### config.mk
export PLATFORM = sky130hd
export DESIGN_NAME = v3a_sqrt
export DESIGN_NICKNAME = d
export VERILOG_FILES = /design/src/rtl/v3a_pkg.sv /design/src/rtl/v3a_sqrt.sv
export SDC_FILE = /design/constraint.sdc
export NUM_CORES = 2
export LEC_CHECK = 0
export BUFFER_PORTS_ARGS = -buffer_cell sky130_fd_sc_hd__buf_2
export CORE_AREA = 2 2 514 516
export CTS_CLUSTER_SIZE = 8
export DETAILED_ROUTE_END_ITERATION = 16
export DIE_AREA = 0 0 516 518
export PLACE_DENSITY = 0.62
export SYNTH_ARGS = -nofsm -noshare
export SYNTH_HDL_FRONTEND = slang
export SYNTH_MEMORY_MAX_BITS = 65536
export SYNTH_SLANG_ARGS = --single-unit
### constraint.sdc
create_clock -name i_clk -period 6.7 [get_ports i_clk]
set_input_delay 1.34 -clock i_clk [delete_from_list [all_inputs] [get_ports i_clk]]
set_output_delay 1.34 -clock i_clk [all_outputs]
set_load 0.01 [all_outputs]
### src/rtl/v3a_pkg.sv
// shared constants, opcodes, lane status type and saturation helper
// for the three-component vector alu; no dependencies
package v3a_pkg;

    localparam int WORD_BITS = 32;
    localparam int FRAC_BITS = 16;
    localparam int DATA_BITS = 32;
    localparam int SAT_BITS  = (WORD_BITS < DATA_BITS) ? WORD_BITS : DATA_BITS;
    localparam int PROD_BITS = 2 * DATA_BITS;
    localparam int WIDE_BITS = PROD_BITS + 2;
    localparam int DIV_N     = DATA_BITS + FRAC_BITS;
    localparam int ROOT_BITS = DATA_BITS;
    localparam int OP_BITS   = 5;
    localparam int LANES     = 3;
    localparam int IN_BITS   = ((7 * DATA_BITS + 7) / 8) * 8;
    localparam int OUT_BITS  = ((4 * DATA_BITS + 2 + 7) / 8) * 8;

    localparam logic [DATA_BITS-1:0] SAT_HI =
        DATA_BITS'((65'(1) << (SAT_BITS - 1)) - 65'(1));
    localparam logic [DATA_BITS-1:0] SAT_LO = ~SAT_HI;

    localparam logic [OP_BITS-1:0] OP_ADD    = 5'd0;
    localparam logic [OP_BITS-1:0] OP_SUB    = 5'd1;
    localparam logic [OP_BITS-1:0] OP_MUL    = 5'd2;
    localparam logic [OP_BITS-1:0] OP_DIV    = 5'd3;
    localparam logic [OP_BITS-1:0] OP_SCALE  = 5'd4;
    localparam logic [OP_BITS-1:0] OP_DIVS   = 5'd5;
    localparam logic [OP_BITS-1:0] OP_NEG    = 5'd6;
    localparam logic [OP_BITS-1:0] OP_DOT    = 5'd7;
    localparam logic [OP_BITS-1:0] OP_CROSS  = 5'd8;
    localparam logic [OP_BITS-1:0] OP_LENGTH = 5'd9;
    localparam logic [OP_BITS-1:0] OP_NORM   = 5'd10;
    localparam logic [OP_BITS-1:0] OP_EQ     = 5'd11;
    localparam logic [OP_BITS-1:0] OP_NE     = 5'd12;
    localparam logic [OP_BITS-1:0] OP_GT     = 5'd13;
    localparam logic [OP_BITS-1:0] OP_GE     = 5'd14;
    localparam logic [OP_BITS-1:0] OP_LT     = 5'd15;
    localparam logic [OP_BITS-1:0] OP_LE     = 5'd16;

    typedef struct packed {
        logic [DATA_BITS-1:0] res;
        logic                 eq;
        logic                 lt;
    } t_lane;

    function automatic logic [DATA_BITS-1:0] sat_word(input logic signed [WIDE_BITS-1:0] v);
        logic signed [WIDE_BITS-1:0] hi;
        logic signed [WIDE_BITS-1:0] lo;
        hi = WIDE_BITS'($signed(SAT_HI));
        lo = WIDE_BITS'($signed(SAT_LO));
        if (v > hi) begin
            return SAT_HI;
        end
        if (v < lo) begin
            return SAT_LO;
        end
        return v[DATA_BITS-1:0];
    endfunction

endpackage

### src/rtl/v3a_sqrt.sv
// pipelined integer square root, one root bit per stage, floor result
// uses v3a_pkg
module v3a_sqrt (
    input  logic                                i_clk,
    input  logic                                i_en,
    input  logic [v3a_pkg::PROD_BITS-1:0]       i_val,
    output logic [v3a_pkg::ROOT_BITS-1:0]       o_root
);

    localparam int RB = v3a_pkg::ROOT_BITS;
    localparam int VB = v3a_pkg::PROD_BITS;

    logic [VB-1:0]   r_v    [RB];
    logic [RB+1:0]   r_rem  [RB];
    logic [RB-1:0]   r_root [RB];

    for (genvar g = 0; g < RB; g++) begin : g_stage
        logic [VB-1:0] w_v;
        logic [RB+1:0] w_rem;
        logic [RB-1:0] w_root;
        logic [RB+3:0] w_t;
        logic [RB+3:0] w_trial;
        logic          w_ge;

        if (g == 0) begin : g_first
            assign w_v    = i_val;
            assign w_rem  = '0;
            assign w_root = '0;
        end else begin : g_next
            assign w_v    = r_v[g-1];
            assign w_rem  = r_rem[g-1];
            assign w_root = r_root[g-1];
        end

        assign w_t     = {w_rem, w_v[VB-1 -: 2]};
        assign w_trial = (RB + 4)'({w_root, 2'b01});
        assign w_ge    = (w_t >= w_trial);

        always_ff @(posedge i_clk) begin
            if (i_en) begin
                r_v[g]    <= w_v << 2;
                r_rem[g]  <= (RB + 2)'(w_ge ? (w_t - w_trial) : w_t);
                r_root[g] <= {w_root[RB-2:0], w_ge};
            end
        end
    end

    assign o_root = r_root[RB-1];

endmodule

# [After elaboration in Yosys (flattened, before gate mapping)]
# Memories as Yosys holds them, arrays and structs flattened.
# Cells that the tools add are included.
[totals] regBits=0 ramBits=4096 input_bits=66 out_inout_bits=32 elab_cells=101 mem_count=3
[classes] n_addsub=32 magnitude_cmp=32 muxes=34
[memory_table] memory="r_v" words=32 width=62 rd=31 rd_ports_with_merged_regs=0 wr=32 line_no="v3a_sqrt.sv:13" rtl="logic [VB-1:0] r_v [RB];"
[memory_table] memory="r_rem" words=32 width=34 rd=31 rd_ports_with_merged_regs=0 wr=32 line_no="v3a_sqrt.sv:14" rtl="logic [RB+1:0] r_rem [RB];"
[memory_table] memory="r_root" words=32 width=32 rd=32 rd_ports_with_merged_regs=0 wr=32 line_no="v3a_sqrt.sv:15" rtl="logic [RB-1:0] r_root [RB];"
[ops] operator="36-bit by 34-bit >= comparator with 1-bit output" n=31
[ops] operator="34-bit two-way mux" n=32
[ops] operator="34-bit subtractor" n=31
[ops] operator="2-bit by 1-bit subtractor with 3-bit output (second input constant)" n=1
[ops] operator="2-bit by 1-bit >= comparator with 1-bit output (second input constant)" n=1
[ops] operator="1-bit two-way mux" n=2

# [Depth between registers and ports, before layout]
# An unclocked memory read counts as a cell.
[depth] ltp_word=3 depth_mapped=15 ltp_nobuf=13

# [Worst setup path before layout]
# No wires, ideal clock.
[synth_path] path_kind="register -> register" from="memory r_rem[1][375] in the netlist's numbering" to="memory r_rem[1][439] in the netlist's numbering, data pin" setup_time_ps=279 arrival_ps=3301 required_ps=6421 setup_slack_ps=3120 path_stages_with_launch=12 n_path_buf=0 period_less_slack_ps=3580 path_cell_list="edfxtp_1 -> ha_1 -> o21ai_0 -> a211oi_1 -> nor4b_1 -> o311ai_0 -> or4b_2 -> a31oi_1 -> o21ai_0 -> a21o_1 -> a2111oi_0 -> xor2_1"
[synth_lines] item="from (decl)" line_no="v3a_sqrt.sv:14"

==> metrics.txt <==
# TYPE chip_impl_metric gauge
chip_impl_metric{name="clk-insertion-delay-late",unit="ps"} 920
chip_impl_metric{name="globalRouteOverflowTotal",unit=""} 0
chip_impl_metric{name="antenna_found_initial",unit=""} 3
chip_impl_metric{name="post_cts.resized_instances",unit=""} 0
chip_impl_metric{name="tritoncts.num_buffers",unit=""} 355
chip_impl_metric{name="timing.final.setup_violations",unit=""} 0
chip_impl_metric{name="routed-via-count",unit=""} 69800
chip_impl_metric{name="detailedRoute.firstIterationViolations",unit=""} 5084
chip_impl_metric{name="worstMarginPinSlew",unit="ps"} 1200
chip_impl_metric{name="final_design_area_no_fill",unit="um2"} 132000
chip_impl_metric{name="synth-async-reset-ratio",unit=""} 0
chip_impl_metric{name="hold-worst-slack",unit="ps"} 385
chip_impl_metric{name="yosys.area.top_type_share",unit=""} 0.647
chip_impl_metric{name="final_antenna_net_count",unit=""} 0
chip_impl_metric{name="fin_nets",unit=""} 9993
chip_impl_metric{name="synth.net_count",unit=""} 9665
chip_impl_metric{name="post_synth.cell_area_avg",unit="um2"} 13.0
chip_impl_metric{name="route.detailed.vias_per_inst",unit=""} 5.41
chip_impl_metric{name="port_buffers",unit=""} 97
chip_impl_info{name="netlist_top_cells_count",value="sky130_fd_sc_hd__edfxtp_1 (2523), sky130_fd_sc_hd__inv_1 (733), sky130_fd_sc_hd__a21oi_1 (609)"} 1
chip_impl_metric{name="slew_violations",unit=""} 0
chip_impl_info{name="tritoncts",value="built"} 1
chip_impl_metric{name="seqPwrFrac",unit=""} 0.462
chip_impl_metric{name="ys_seq_elements",unit=""} 2523
chip_impl_metric{name="grt_pass1_vias",unit=""} 69300
chip_impl_metric{name="place.detailed.hpwl",unit="um"} 169000
chip_impl_metric{name="gr-usage-all-layers",unit=""} 0.175
chip_impl_metric{name="placement_rows",unit=""} 188
chip_impl_metric{name="start_util",unit=""} 0.448
chip_impl_metric{name="sequential_to_total_area_share_from_yosys_stat",unit=""} 0.647
chip_impl_metric{name="achievable-frequency",unit="MHz"} 234
chip_impl_metric{name="ys_warn_count",unit=""} 0
chip_impl_metric{name="route.detailed.drc",unit=""} 0
chip_impl_metric{name="final_period_minus_worst_setup_slack",unit="ps"} 4260
chip_impl_metric{name="core-area",unit="um2"} 262000
chip_impl_metric{name="die-area",unit="um2"} 267000
chip_impl_info{name="synth.area.top_cells",value="sky130_fd_sc_hd__edfxtp_1 (65%), sky130_fd_sc_hd__ha_1 (6.0%), sky130_fd_sc_hd__xnor2_1 (3.5%), sky130_fd_sc_hd__xor2_1 (2.9%), sky130_fd_sc_hd__a21oi_1 (2.6%)"} 1
chip_impl_metric{name="place_congestion",unit=""} 0.897
chip_impl_metric{name="clock_tree.htree_level_count",unit=""} 5
chip_impl_metric{name="number_of_enable_type_register_cells_in_the_synthesized_netlist",unit=""} 2523
chip_impl_info{name="synth_area_leader_cell",value="sky130_fd_sc_hd__edfxtp_1"} 1
chip_impl_metric{name="grt_pass1_wl",unit="um"} 377000
chip_impl_metric{name="post_cts_buffers",unit=""} 0
chip_impl_metric{name="post_drt_wl_per_cell",unit="um"} 18.4
chip_impl_metric{name="cts_max_path_buffers",unit=""} 4
chip_impl_info{name="cp_slowest_cell",value="sky130_fd_sc_hd__o311ai_0"} 1
chip_impl_metric{name="wl",unit="um"} 238000
chip_impl_metric{name="layout_setup_ws",unit="ps"} 2440
chip_impl_info{name="outcome",value="completed"} 1
chip_impl_metric{name="min_period_over_period",unit=""} 0.637
chip_impl_metric{name="postSynthCellCount",unit=""} 9037
chip_impl_metric{name="setup_tns",unit="ps"} 0
chip_impl_metric{name="ir_drop",unit="uV"} 266
chip_impl_metric{name="grt_max_degree",unit=""} 202
chip_impl_metric{name="drive_gt1_frac",unit=""} 0.0740
chip_impl_metric{name="power_switching_share",unit=""} 0.279
chip_impl_metric{name="path_max_fanout",unit=""} 6
chip_impl_metric{name="cp_num_buf_inv",unit=""} 0
chip_impl_metric{name="hold_violations",unit=""} 0
chip_impl_info{name="root_buffer_cell",value="sky130_fd_sc_hd__clkbuf_16"} 1
chip_impl_info{name="critical_path_class",value="flip-flop to flip-flop"} 1
chip_impl_metric{name="dp_area",unit="um2"} 122000
chip_impl_metric{name="power.leakage",unit="nW"} 50.0
chip_impl_metric{name="internal_power",unit="mW"} 33.2
chip_impl_metric{name="die_width",unit="um"} 516
chip_impl_metric{name="number_of_buffers_added_to_fix_hold_violations_after_cts",unit=""} 0
chip_impl_metric{name="filler_cell_count",unit=""} 22300
chip_impl_info{name="grt_setup_unrepaired",value="false"} 1
chip_impl_metric{name="timing.critical_path.slowest_cell_delay",unit="ps"} 1010
chip_impl_metric{name="post_synth_instance_area",unit="um2"} 117000
chip_impl_metric{name="drtPass1Iterations",unit=""} 6
chip_impl_metric{name="worstPathArrival",unit="ps"} 4880
chip_impl_metric{name="die_height",unit="um"} 518
chip_impl_metric{name="worstPathRequired",unit="ps"} 7320
chip_impl_metric{name="cap_viol_max_count",unit=""} 0
chip_impl_metric{name="combinational_power_share",unit=""} 0.196
chip_impl_metric{name="fin_worst_skew",unit="ps"} 79.7
chip_impl_metric{name="preCtsSetupSlack",unit="ps"} 2370
chip_impl_info{name="class_of_the_tightest_hold_or_removal_check",value="flip-flop to flip-flop"} 1
chip_impl_metric{name="timing.max_slew.rel_slack",unit=""} 0.191
chip_impl_metric{name="sequential_cell_area",unit="um2"} 75800
chip_impl_metric{name="netSwitchingPower",unit="mW"} 12.8
chip_impl_info{name="critical_path.startpoint_type",value="flip-flop"} 1
chip_impl_info{name="path_cells",value="ha_1 > o21ai_0 > a21o_1 > nand3_1 > a221o_1 > a31oi_1 > nor4_1 > o311ai_0 > o31ai_1 > a211oi_1 > xor2_1"} 1
chip_impl_info{name="post-synth-top-count-cell",value="sky130_fd_sc_hd__edfxtp_1"} 1
chip_impl_info{name="worstSetupEndpointType",value="flip-flop"} 1
chip_impl_metric{name="clk_pin_slew_worst_paths",unit="ps"} 50
chip_impl_metric{name="total_power",unit="mW"} 46.1
chip_impl_info{name="crit_family",value="compound AO/OA/AOI/OAI gates"} 1
chip_impl_metric{name="syn2layout_area_growth",unit="%"} 12.4
chip_impl_metric{name="design.portCount",unit=""} 98
chip_impl_metric{name="total_area_of_multi_input_combinational_cells",unit="um2"} 38000
chip_impl_info{name="most_instantiated_flip_flop_cell_in_the_synthesis_netlist",value="sky130_fd_sc_hd__edfxtp_1"} 1
chip_impl_metric{name="clkSinkCount",unit=""} 2523
chip_impl_metric{name="post_synth_num_cell_types",unit=""} 84
chip_impl_metric{name="power-per-cell-area",unit="nW/um2"} 350
chip_impl_metric{name="power.share.clock",unit=""} 0.342
per-stage QoR:
step / cells / utilization
6_report: 12900 / 0.503
5_1_grt: 12900 / 0.503
4_1_cts: 12900 / 0.503
3_5_place_dp: 12500 / 0.467
3_3_place_gp: 12500 / 0.467
2_1_floorplan: 9037 / -
power groups by stage:
stage                     logic (mW)  clock network (mW)  registers, mW
after detailed placement        8.96                   0           21.6
after floorplan                 6.65                   0           21.0
after global placement          8.83                   0           21.6
final                           9.01                15.8           21.3
after CTS                       9.02                16.3           21.3
after global routing            10.1                16.9           21.5
flip-flops by register name, indices dropped and copies added (netlist names):
name    count
r_rem    1003
r_root    528
r_v       992
layer usage:
layer  GRT usage  vias to the layer above  share of wire
li1            -                    33900              -
met1       0.220                    33800           0.42
met2       0.305                     1530           0.50
met3      0.0233                      539          0.040
met4      0.0673                        0          0.036
met5           0                        -              0
final cells by class:
cell class | instances | share of cell area
Antenna cell | 1 | 0.0000190
Clock buffer | 372 | 0.0686
Clock inverter | 25 | 0.00372
Inverter | 733 | 0.0209
Multi-Input combinational cell | 5595 | 0.289
Sequential cell | 2523 | 0.575
Tap cell | 3515 | 0.0334
Timing Repair Buffer | 157 | 0.00922
kinds of logic after synthesis:
kind of cell	Yosys count	share of synthesized area
flip-flops	2523	0.647
AND/OR/NAND/NOR	2306	0.0985
AO/OA/AOI/OAI	1806	0.0949
buffers and inverters	919	0.0298
XOR/XNOR	846	0.0632
adder cells (fa/ha/maj)	562	0.0600
multiplexers	74	0.00696
other	1	0.0000320
cell usage in the layout, fill, tap and decap left out, types with 45 or more instances in the layout:
cell type	instances
sky130_fd_sc_hd__ha_1	562
sky130_fd_sc_hd__buf_2	96
sky130_fd_sc_hd__o21bai_1	48
sky130_fd_sc_hd__o21a_1	94
sky130_fd_sc_hd__inv_1	733
sky130_fd_sc_hd__or2_2	51
sky130_fd_sc_hd__mux2_2	60
sky130_fd_sc_hd__nor2b_1	91
sky130_fd_sc_hd__or3_1	94
sky130_fd_sc_hd__clkbuf_16	359
sky130_fd_sc_hd__a31oi_1	47
sky130_fd_sc_hd__nand2_1	559
sky130_fd_sc_hd__nand4_1	101
sky130_fd_sc_hd__xor2_1	382
sky130_fd_sc_hd__nor4_1	127
sky130_fd_sc_hd__nor2_1	534
sky130_fd_sc_hd__xnor2_1	464
sky130_fd_sc_hd__o31ai_1	56
sky130_fd_sc_hd__a21o_1	240
sky130_fd_sc_hd__edfxtp_1	2523
sky130_fd_sc_hd__nor3_1	213
sky130_fd_sc_hd__and3_1	49
sky130_fd_sc_hd__o21ai_0	448
sky130_fd_sc_hd__or4_1	45
sky130_fd_sc_hd__nand2b_1	112
sky130_fd_sc_hd__nand3_1	168
sky130_fd_sc_hd__a21oi_1	607
final timing paths:
path	slack (ps)	startpoint	cells after the start	endpoint
setup / recovery	2440	r_rem[1][375]$_DFFE_PP_	11	r_rem[1][438]$_DFFE_PP_
hold / removal	390	r_v[0][553]$_DFFE_PP_	0	r_v[0][617]$_DFFE_PP_
setup reg to reg	2440	r_rem[1][375]$_DFFE_PP_	11	r_rem[1][438]$_DFFE_PP_
hold reg to reg	390	r_v[0][553]$_DFFE_PP_	0	r_v[0][617]$_DFFE_PP_
(Power assumes the default switching activity.)
